$ cat config.mk
export PLATFORM = sky130hd
export DESIGN_NAME = audio_frame_sync_parser
export DESIGN_NICKNAME = d
export VERILOG_FILES = /design/src/rtl/afs_pkg.sv /design/src/rtl/afs_hdr_decode.sv /design/src/rtl/afs_out_skid.sv /design/src/rtl/audio_frame_sync_parser.sv
export VERILOG_INCLUDE_DIRS = /design/src /design/src/rtl
export SDC_FILE = /design/constraint.sdc
export NUM_CORES = 1
export LEC_CHECK = 0
export BUFFER_PORTS_ARGS = -buffer_cell sky130_fd_sc_hd__buf_2
export CELL_PAD_IN_SITES_DETAIL_PLACEMENT = 0
export CELL_PAD_IN_SITES_GLOBAL_PLACEMENT = 2
export CORE_MARGIN = 3
export CORE_UTILIZATION = 44
export CTS_CLUSTER_SIZE = 30
export DETAILED_ROUTE_END_ITERATION = 8
export PLACE_DENSITY = 0.95
export SYNTH_ARGS = -nofsm -noshare
export SYNTH_HDL_FRONTEND = slang
export SYNTH_SLANG_ARGS = --single-unit
$ cat constraint.sdc
create_clock -name clk_i -period 22.2 [get_ports clk_i]
set_input_delay 2.22 -clock clk_i [delete_from_list [all_inputs] [get_ports clk_i]]
set_output_delay 2.22 -clock clk_i [all_outputs]
set_load 0.01 [all_outputs]
$ cat src/rtl/audio_frame_sync_parser_defines.svh
// assertion macros for the audio frame sync parser
`ifndef AUDIO_FRAME_SYNC_PARSER_DEFINES_SVH
`define AUDIO_FRAME_SYNC_PARSER_DEFINES_SVH

// checked only out of reset
`define AFS_ASSERT(lbl, prop, msg) \
  lbl: assert property (@(posedge clk_i) disable iff (!rst_ni) prop) else $error(msg);

// checked on every edge, reset included
`define AFS_ASSERT_ALWAYS(lbl, prop, msg) \
  lbl: assert property (@(posedge clk_i) prop) else $error(msg);

`endif

$ cat src/rtl/afs_pkg.sv
// types, constants and lookup tables of the audio frame sync parser
`default_nettype none
package afs_pkg;

  localparam logic [7:0] SYNC_BYTE    = 8'hFF;
  localparam logic [7:0] SYNC_HI_MASK = 8'hF0;
  localparam logic [7:0] LAYER_MASK   = 8'h06;
  localparam logic [7:0] ID3_CHAR_I   = 8'h49;
  localparam logic [7:0] ID3_CHAR_D   = 8'h44;
  localparam logic [7:0] ID3_CHAR_3   = 8'h33;
  localparam logic [1:0] LAYER_ONE    = 2'h3;
  localparam logic [28:0] ID3_HDR_LEN = 29'd10;
  localparam logic [28:0] ADTS_MIN_NOCRC = 29'd7;
  localparam logic [28:0] ADTS_MIN_CRC   = 29'd9;
  localparam logic [28:0] MP3_MIN_LEN    = 29'd4;
  localparam logic [3:0] SYNC_HDR_BYTES = 4'd6;
  localparam logic [3:0] ID3_HDR_BYTES  = 4'd10;

  localparam int MP3_SCALE_STD = 144;
  localparam int MP3_SCALE_L1  = 48;

  typedef enum logic [1:0] {
    KIND_NONE = 2'd0,
    KIND_ADTS = 2'd1,
    KIND_MP3  = 2'd2,
    KIND_ID3  = 2'd3
  } frame_kind_e;

  typedef enum logic [1:0] {
    ST_COMPLETE  = 2'd0,
    ST_TRUNCATED = 2'd1,
    ST_MALFORMED = 2'd2,
    ST_NO_SYNC   = 2'd3
  } status_e;

  typedef struct packed {
    frame_kind_e  kind;
    logic [28:0]  length;
    logic [16:0]  rate;
    logic [23:0]  skipped;
    status_e      status;
  } result_t;

  typedef struct packed {
    frame_kind_e  kind;
    logic [28:0]  length;
    logic [16:0]  rate;
    logic         malformed;
  } decode_t;

  // mp3 frame length without padding, by rate index, layer-one flag, bitrate index
  typedef logic [3:0][1:0][15:0][10:0] mp3_len_tab_t;

  localparam int MP3_BR [16] = '{0, 32000, 40000, 48000, 56000, 64000, 80000, 96000,
                                 112000, 128000, 160000, 192000, 224000, 256000,
                                 320000, 0};
  localparam int MP3_RATES [3] = '{44100, 48000, 32000};

  function automatic mp3_len_tab_t build_mp3_len_tab();
    mp3_len_tab_t t;
    t = '0;
    for (int r = 0; r < 3; r++) begin
      for (int i = 0; i < 16; i++) begin
        t[r][0][i] = 11'((MP3_BR[i] * MP3_SCALE_STD) / MP3_RATES[r]);
        t[r][1][i] = 11'((MP3_BR[i] * MP3_SCALE_L1) / MP3_RATES[r]);
      end
    end
    return t;
  endfunction

  localparam mp3_len_tab_t MP3_LEN_TAB = build_mp3_len_tab();

  function automatic logic [16:0] adts_rate_hz(input logic [3:0] idx);
    logic [16:0] r;
    case (idx)
      4'd0:    r = 17'd96000;
      4'd1:    r = 17'd88200;
      4'd2:    r = 17'd64000;
      4'd3:    r = 17'd48000;
      4'd4:    r = 17'd44100;
      4'd5:    r = 17'd32000;
      4'd6:    r = 17'd24000;
      4'd7:    r = 17'd22050;
      4'd8:    r = 17'd16000;
      4'd9:    r = 17'd12000;
      4'd10:   r = 17'd11025;
      4'd11:   r = 17'd8000;
      4'd12:   r = 17'd7350;
      default: r = 17'd0;
    endcase
    return r;
  endfunction

  function automatic logic [16:0] mp3_rate_hz(input logic [1:0] idx);
    logic [16:0] r;
    case (idx)
      2'd0:    r = 17'd44100;
      2'd1:    r = 17'd48000;
      2'd2:    r = 17'd32000;
      default: r = 17'd0;
    endcase
    return r;
  endfunction

  // can these bytes begin an adts/mp3 or id3 header
  function automatic logic prefix_ok(input logic [3:0] len, input logic [7:0] b0,
                                     input logic [7:0] b1, input logic [7:0] b2);
    logic ok;
    if (len == 4'd0) begin
      ok = 1'b1;
    end else if (b0 == SYNC_BYTE) begin
      ok = (len < 4'd2) || ((b1 & SYNC_HI_MASK) == SYNC_HI_MASK);
    end else if (b0 == ID3_CHAR_I) begin
      ok = ((len < 4'd2) || (b1 == ID3_CHAR_D)) && ((len < 4'd3) || (b2 == ID3_CHAR_3));
    end else begin
      ok = 1'b0;
    end
    return ok;
  endfunction

endpackage
`default_nettype wire

$ cat src/rtl/afs_hdr_decode.sv
// decoder of a complete adts, mp3 or id3 header
`default_nettype none
module afs_hdr_decode
  import afs_pkg::*;
(
  input  logic [9:0][7:0] hdr_i,
  output decode_t         dec_o
);

  logic [1:0]  layer;
  logic [1:0]  mp3_ridx;
  logic [10:0] mp3_base;
  logic [28:0] min_len;

  always_comb begin
    layer    = hdr_i[1][2:1];
    mp3_ridx = hdr_i[2][3:2];
    mp3_base = MP3_LEN_TAB[mp3_ridx][layer == LAYER_ONE][hdr_i[2][7:4]];
    min_len  = MP3_MIN_LEN;
    dec_o    = '0;
    if (hdr_i[0] == SYNC_BYTE) begin
      if ((hdr_i[1] & LAYER_MASK) == 8'h00) begin
        dec_o.kind   = KIND_ADTS;
        dec_o.rate   = adts_rate_hz(hdr_i[2][5:2]);
        dec_o.length = {16'd0, hdr_i[3][1:0], hdr_i[4], hdr_i[5][7:5]};
        min_len      = hdr_i[1][0] ? ADTS_MIN_NOCRC : ADTS_MIN_CRC;
      end else begin
        dec_o.kind = KIND_MP3;
        dec_o.rate = mp3_rate_hz(mp3_ridx);
        if (dec_o.rate != 17'd0) begin
          dec_o.length = 29'(mp3_base) + 29'(hdr_i[2][1]);
        end
      end
      dec_o.malformed = (dec_o.rate == 17'd0) || (dec_o.length < min_len);
    end else begin
      dec_o.kind   = KIND_ID3;
      dec_o.length = ID3_HDR_LEN +
                     {1'b0, hdr_i[6][6:0], hdr_i[7][6:0], hdr_i[8][6:0], hdr_i[9][6:0]};
    end
  end

endmodule
`default_nettype wire

$ cat src/rtl/afs_out_skid.sv
// result register with a skid stage
`default_nettype none
module afs_out_skid
  import afs_pkg::*;
(
  input  logic    clk_i,
  input  logic    rst_ni,
  input  logic    push_i,
  input  result_t push_data_i,
  input  logic    pop_stall_i,
  output logic    valid_o,
  output result_t data_o,
  output logic    full_o
);

  logic    out_vld_q, skid_vld_q;
  result_t out_q, skid_q;

  always_ff @(posedge clk_i or negedge rst_ni) begin
    if (!rst_ni) begin
      out_vld_q  <= 1'b0;
      skid_vld_q <= 1'b0;
    end else if (skid_vld_q) begin
      if (!pop_stall_i) begin
        skid_vld_q <= 1'b0;
      end
    end else if (push_i) begin
      if (out_vld_q && pop_stall_i) begin
        skid_vld_q <= 1'b1;
      end else begin
        out_vld_q <= 1'b1;
      end
    end else if (out_vld_q && !pop_stall_i) begin
      out_vld_q <= 1'b0;
    end
  end

  always_ff @(posedge clk_i) begin
    if (skid_vld_q) begin
      if (!pop_stall_i) begin
        out_q <= skid_q;
      end
    end else if (push_i) begin
      if (out_vld_q && pop_stall_i) begin
        skid_q <= push_data_i;
      end else begin
        out_q <= push_data_i;
      end
    end
  end

  assign valid_o = out_vld_q;
  assign data_o  = out_q;
  assign full_o  = skid_vld_q;

endmodule
`default_nettype wire

$ cat src/rtl/audio_frame_sync_parser.sv
// top level of the audio frame sync parser
//
//   port group   direction   handshake                 payload
//   in           to block    in_valid_i / in_stall_o   data_byte_i, buffer_end_i
//   out          from block  out_valid_o / out_stall_i frame_kind_o .. status_o
//
// one byte per cycle while in_stall_o is low; each byte is handled in the cycle it is taken and its
// result, if any, is registered into the output register or, behind a waiting result, the skid stage
// the header window, body counter and skip counter update in that same cycle
// a result arriving while another waits under out_stall_i goes to a skid stage; in_stall_o rises
// only while that skid stage is full
// reset clears the parser to hunting for a header with no bytes skipped
`default_nettype none
`include "audio_frame_sync_parser_defines.svh"
module audio_frame_sync_parser
  import afs_pkg::*;
#(
  parameter int SKIP_BITS = 24
) (
  input  logic        clk_i,
  input  logic        rst_ni,
  input  logic        in_valid_i,
  output logic        in_stall_o,
  input  logic [7:0]  data_byte_i,
  input  logic        buffer_end_i,
  output logic        out_valid_o,
  input  logic        out_stall_i,
  output logic [1:0]  frame_kind_o,
  output logic [28:0] frame_length_o,
  output logic [16:0] rate_hz_o,
  output logic [23:0] bytes_skipped_o,
  output logic [1:0]  status_o
);

  localparam int SKIP_W = (SKIP_BITS > 24) ? 24 : SKIP_BITS;
  localparam logic [SKIP_W:0] SKIP_MAX = {1'b0, {SKIP_W{1'b1}}};

  localparam logic MODE_SEARCH = 1'b0;
  localparam logic MODE_BODY   = 1'b1;

  logic              mode_q, mode_d;
  logic [3:0]        cnt_q, cnt_d;
  logic [7:0]        hdr_q [9];
  logic [7:0]        hdr_d [9];
  logic [28:0]       rem_q, rem_d;
  logic [SKIP_W-1:0] skip_q, skip_d;
  logic [1:0]        fkind_q, fkind_d;
  logic [28:0]       flen_q, flen_d;
  logic [16:0]       frate_q, frate_d;

  logic            accept;
  logic [7:0]      seq [8];
  logic [7:0]      sh [4];
  logic [3:0]      n_new;
  logic [2:0]      shift;
  logic [SKIP_W:0] skip_sum;
  logic [SKIP_W-1:0] skip_nx;
  logic [9:0][7:0] hview;
  decode_t         dec;
  logic            done;
  logic [28:0]     rem_dec, rem_new;
  logic            res_vld;
  result_t         res;
  result_t         out_data;
  logic            skid_full;

  assign accept = in_valid_i && !skid_full;

  always_comb begin
    for (int i = 0; i < 10; i++) begin
      hview[i] = (i < 9 && 4'(i) < cnt_q) ? hdr_q[(i < 9) ? i : 0] : data_byte_i;
    end
  end

  afs_hdr_decode u_dec (
    .hdr_i (hview),
    .dec_o (dec)
  );

  always_comb begin
    for (int i = 0; i < 8; i++) begin
      seq[i] = (4'(i) < cnt_q) ? hdr_q[i] : data_byte_i;
    end
    n_new = cnt_q + 4'd1;
    // only the first few bytes can break a prefix, later ones are locked in
    shift = 3'd0;
    if (cnt_q < 4'd4) begin
      shift = n_new[2:0];
      for (int k = 3; k >= 0; k--) begin
        if (4'(k) < n_new && prefix_ok(n_new - 4'(k), seq[k], seq[k+1], seq[k+2])) begin
          shift = 3'(k);
        end
      end
    end
    for (int i = 0; i < 4; i++) begin
      sh[i] = seq[3'(i) + shift];
    end
    skip_sum = {1'b0, skip_q} + (SKIP_W + 1)'(shift);
    skip_nx  = (skip_sum > SKIP_MAX) ? SKIP_MAX[SKIP_W-1:0] : skip_sum[SKIP_W-1:0];
    done = ((cnt_q == SYNC_HDR_BYTES - 4'd1) && hdr_q[0] == SYNC_BYTE) ||
           ((cnt_q == ID3_HDR_BYTES - 4'd1) && hdr_q[0] == ID3_CHAR_I);
    rem_dec = rem_q - ((rem_q != 29'd0) ? 29'd1 : 29'd0);
    rem_new = dec.length - 29'(n_new);

    mode_d  = mode_q;
    cnt_d   = cnt_q;
    hdr_d   = hdr_q;
    rem_d   = rem_q;
    skip_d  = skip_q;
    fkind_d = fkind_q;
    flen_d  = flen_q;
    frate_d = frate_q;
    res_vld = 1'b0;
    res.kind    = frame_kind_e'(fkind_q);
    res.length  = flen_q;
    res.rate    = frate_q;
    res.skipped = 24'(skip_q);
    res.status  = ST_COMPLETE;

    if (accept) begin
      if (mode_q == MODE_BODY) begin
        rem_d = rem_dec;
        if (rem_dec == 29'd0) begin
          res_vld = 1'b1;
        end else if (buffer_end_i) begin
          res_vld    = 1'b1;
          res.status = ST_TRUNCATED;
        end
      end else begin
        skip_d      = skip_nx;
        res.skipped = 24'(skip_nx);
        if (done) begin
          res.kind   = dec.kind;
          res.length = dec.length;
          res.rate   = dec.rate;
          if (dec.malformed) begin
            res_vld    = 1'b1;
            res.status = ST_MALFORMED;
          end else if (rem_new == 29'd0) begin
            res_vld = 1'b1;
          end else if (buffer_end_i) begin
            res_vld    = 1'b1;
            res.status = ST_TRUNCATED;
          end else begin
            mode_d  = MODE_BODY;
            rem_d   = rem_new;
            fkind_d = dec.kind;
            flen_d  = dec.length;
            frate_d = dec.rate;
          end
        end else if (buffer_end_i) begin
          res_vld     = 1'b1;
          res.kind    = KIND_NONE;
          res.length  = 29'd0;
          res.rate    = 17'd0;
          res.status  = ST_NO_SYNC;
        end else begin
          cnt_d = n_new - 4'(shift);
          if (cnt_q < 4'd4) begin
            for (int i = 0; i < 4; i++) begin
              hdr_d[i] = sh[i];
            end
          end else begin
            for (int i = 4; i < 9; i++) begin
              if (4'(i) == cnt_q) begin
                hdr_d[i] = data_byte_i;
              end
            end
          end
        end
      end
      if (res_vld) begin
        mode_d  = MODE_SEARCH;
        cnt_d   = 4'd0;
        rem_d   = 29'd0;
        skip_d  = '0;
        fkind_d = KIND_NONE;
        flen_d  = 29'd0;
        frate_d = 17'd0;
      end
    end
  end

  always_ff @(posedge clk_i or negedge rst_ni) begin
    if (!rst_ni) begin
      mode_q  <= MODE_SEARCH;
      cnt_q   <= 4'd0;
      rem_q   <= 29'd0;
      skip_q  <= '0;
      fkind_q <= KIND_NONE;
      flen_q  <= 29'd0;
      frate_q <= 17'd0;
    end else begin
      mode_q  <= mode_d;
      cnt_q   <= cnt_d;
      rem_q   <= rem_d;
      skip_q  <= skip_d;
      fkind_q <= fkind_d;
      flen_q  <= flen_d;
      frate_q <= frate_d;
    end
  end

  always_ff @(posedge clk_i) begin
    hdr_q <= hdr_d;
  end

  afs_out_skid u_out (
    .clk_i       (clk_i),
    .rst_ni      (rst_ni),
    .push_i      (res_vld),
    .push_data_i (res),
    .pop_stall_i (out_stall_i),
    .valid_o     (out_valid_o),
    .data_o      (out_data),
    .full_o      (skid_full)
  );

  assign in_stall_o      = skid_full;
  assign frame_kind_o    = out_data.kind;
  assign frame_length_o  = out_data.length;
  assign rate_hz_o       = out_data.rate;
  assign bytes_skipped_o = out_data.skipped;
  assign status_o        = out_data.status;

  `AFS_ASSERT(a_body_has_bytes, (mode_q == MODE_BODY) |-> (rem_q != 29'd0), "body with nothing left")
  `AFS_ASSERT(a_hdr_count, (mode_q == MODE_SEARCH) |-> (cnt_q < ID3_HDR_BYTES), "header count overrun")
  `AFS_ASSERT(a_nosync_kind, (res_vld && res.status == ST_NO_SYNC) |-> (res.kind == KIND_NONE), "no sync with a kind")
  `AFS_ASSERT_ALWAYS(a_stall_src, in_stall_o |-> out_valid_o, "stall with no result held")

endmodule
`default_nettype wire

==> flow_metrics.env <==
export IMPL_yosys_top_cells_area="edfxtp_1 (32%), dfrtp_1 (13%), mux2_2 (5.2%)"
export IMPL_min_period_ns=9.374
export IMPL_chipWidth_um=223.3
export IMPL_port_buffers=88
export IMPL_clk_pin_slew_ns=0.06
export IMPL_synth_top_area_cell="edfxtp_1"
export IMPL_gp_congestion=0.9268
export IMPL_slowest_stage="buf_4"
export IMPL_root_buffer="clkbuf_16"
export IMPL_hpwlAfterDp_um=44600
export IMPL_synthXorXnorAreaFrac_pct=3.241
export IMPL_max_slew_worst_pin_slew_ns=1.271
export IMPL_synthFlopType="edfxtp_1"
export IMPL_area_growth_synth_to_final_pct=9.879
export IMPL_grt_start_max_net_pins=75
export IMPL_vias_per_cell=6.322
export IMPL_hold_viol_final=0
export IMPL_yosysMostFrequentCell="nand2_1"
export IMPL_vias=17316
export IMPL_setup_worst_path_end_class="register"
export IMPL_cts_buffers=37
export IMPL_first_iter_violations=2118
export IMPL_cellPowerDensity_nw_per_um2=126.4
export IMPL_grt_overflow=0
export IMPL_r2r_end="u_out.skid_q[10]"
export IMPL_relSlewSlack_pct=15.12
export IMPL_ant_nets=0
export IMPL_status="finished clean"
export IMPL_ys_seq_area_share_pct=44.67
export IMPL_drc_errors=0
export IMPL_worst_clock_skew_ns=0.02690
export IMPL_reg2reg_slack_ns=12.99
export IMPL_fin_nets=2167
export IMPL_p_seq_share_pct=28.7
export IMPL_cp_arrival_ns=9.56
export IMPL_syn_num_nets=2150
export IMPL_p_switching_w=0.001249
export IMPL_clock_fmax_mhz=106.7
export IMPL_drt_total_wl_um=64220
export IMPL_whs_ns=0.4749
export IMPL_drive_above_1_share_pct=16.41
export IMPL_synth_compound_area_share_pct=17.92
export IMPL_grt_usage_pct=25.17
export IMPL_syn_cell_area_um2=20770
export IMPL_clk_latency_ns=0.57
export IMPL_muxShareOfSynthArea_pct=9.957
export IMPL_worstReg2RegStart="cnt_q[1]"
export IMPL_synth_cells=2093
export IMPL_cts_tree="yes"
export IMPL_fp_row_count=78
export IMPL_hold_path_startpoint="flen_q[12]"
export IMPL_drv_cap=0
export IMPL_hold_class="reg -> reg"
export IMPL_tns_ns=0
export IMPL_synth_top_family_by_area="compound AO/OA/AOI/OAI gates"
export IMPL_clock_sinks=327
export IMPL_p_int_w=0.001636
export IMPL_critical_path_class="in -> reg"
export IMPL_synth_edf_count=219
export IMPL_swShare_pct=43.28
export IMPL_crit_fanout=74
export IMPL_synth_seq_cells=327
export IMPL_cts_resized=0
export IMPL_path_common_cell="o21ai_0"
export IMPL_start_util_pct=45.19
export IMPL_clock_power_share_pct=21.3
export IMPL_grt_pass1_vias=16468
export IMPL_start_kind="input port"
export IMPL_rsz0062_at_grt="no"
export IMPL_min_delay_worst_endpoint="flen_q[12]"
export IMPL_synthSimpleGateAreaFrac_pct=17.38
export IMPL_grt_antenna_before_repair=0
export IMPL_cts_hold_repair_buffers=0
export IMPL_cts_htree_levels=2
export IMPL_coreArea_um2=45970
export IMPL_drtPass1Iterations=5
export IMPL_max_vdd_ir_drop_mv=0.1003
export IMPL_ys_async_sr_fraction_pct=33.03
export IMPL_combPwrFrac_pct=50.0
export IMPL_grt_pass1_wl_um=99340
export IMPL_cp_required_ns=22.39
export IMPL_cts_path_max_buffers=3
export IMPL_fp_dieH_um=223.3
export IMPL_avgSynthCellArea_um2=9.924
export IMPL_ys_warn_count=0
export IMPL_period_share_pct=42.23
export IMPL_synthAdderAreaFrac_pct=2.759
export IMPL_synth_cell_types=104
export IMPL_finalSetupViolCount=0
export IMPL_reg2reg_depth=24
export IMPL_min_path_cells=2
export IMPL_cts_setup_buffers=0
export IMPL_avgRoutedWirePerCell_um=23.45
export IMPL_ys_top_cells_by_count="nand2_1 (259), edfxtp_1 (219), o21ai_0 (152)"
export IMPL_slew_violations=0
export IMPL_antennaDiodeCount=0
export IMPL_p_leak_nw=8.612
export IMPL_cp_slowest_stage_delay_ns=0.76
export IMPL_ioPinCount=89
export IMPL_synth_top_area_share_pct=31.66
export IMPL_die_area_um2=49850
[logic make-up after synthesis]
| kind of cell | Yosys count |
|---|---|
| muxes | 170 |
| AOI/OAI and AO/OA | 547 |
| adders and majority gates | 44 |
| DFF | 327 |
| buffers and inverters | 188 |
| and+or+nand+nor | 741 |
| xor gates and xnor gates | 76 |
[sequential cells by signal, indices dropped and copies added (netlist names)]
signal         count
u_out.data_o      74
u_out.skid_q      74
hdr_q             71
flen_q            29
rem_q             29
skip_q            24
frate_q           17
cnt_q              4
fkind_q            2
mode_q             1
u_out.full_o       1
u_out.valid_o      1
[worst max path at each step]
stage / end / slack [ns] / start
after floorplan: u_out.data_o[0] / 10.58 / data_byte_i[5]
after detailed placement: u_out.skid_q[10] / 12.34 / data_byte_i[4]
after global routing: u_out.skid_q[10] / 12.27 / data_byte_i[4]
final: u_out.skid_q[10] / 12.83 / data_byte_i[4]
after global placement: u_out.skid_q[12] / 12.39 / data_byte_i[4]
after CTS: u_out.skid_q[53] / 12.91 / data_byte_i[4]
[through the flow]
step / setup WS [ns] / utilization (%) / cell area (um^2) / instances / total power, W
floorplan: 10.58 / - / 20770 / 2093 / 0.001866
global placement: 12.39 / 46.99 / 21600 / 2671 / 0.002230
detailed placement: 12.34 / 46.99 / 21600 / 2671 / 0.002243
CTS: 12.91 / 49.65 / 22820 / 2739 / 0.002867
global route: 12.27 / 49.65 / 22820 / 2739 / 0.003045
finish: 12.83 / 49.65 / 22820 / 2739 / 0.002885
[power groups by stage]
stage	clock, W	sequential, W	combinational (W)
6_report	0.000614	0.000828	0.00144
3_5_place_dp	0	0.000839	0.00140
2_1_floorplan	0	0.000822	0.00104
4_1_cts	0.000625	0.000827	0.00141
5_1_grt	0.000653	0.000837	0.00156
3_3_place_gp	0	0.000836	0.00139
[layout by cell type (no fill, tap or decap), types with 22 or more instances in the layout]
cell type  synthesis  final
a21oi_1           74     73
a22o_1            40     40
buf_2             13     87
buf_4              1     34
clkbuf_16          0     37
dfrtp_1          108    108
edfxtp_1         219    219
ha_1              41     41
inv_1             42     42
mux2_2            95     95
mux2i_1           52     52
nand2_1          259    258
nand3_1           64     63
nand4_1           31     31
nor2_1           148    147
nor3_1            59     59
nor4_1            22     22
o21ai_0          152    151
o22ai_1           34     33
o31ai_1           45     45
or3_1             26     26
xnor2_1           43     43
xor2_1            32     32
[area by class of cell]
type | count | area (um^2)
Clock buffer | 47 | 993.5
Clock inverter | 21 | 227.7
Fill cell | 4162 | 23140
Inverter | 45 | 168.9
Multi-Input combinational cell | 1578 | 10710
Sequential cell | 327 | 9279
Tap cell | 600 | 750.7
Timing Repair Buffer | 121 | 690.7
[critical path, delay by kind of cell]
family / cells / cell delay, ns
simple gates: 10 / 2.30
buf+inv: 4 / 1.25
fa+ha+maj: 3 / 0.77
compound gates: 11 / 2.95
[routing by layer]
layer	track usage, %	vias to the layer above	wire [um]
met5	0	-	0
li1	-	7920	-
met2	38.26	790	28970
met1	35.92	8486	27810
met4	9.188	0	2172
met3	4.763	120	5273
(Power assumes the default switching activity.)
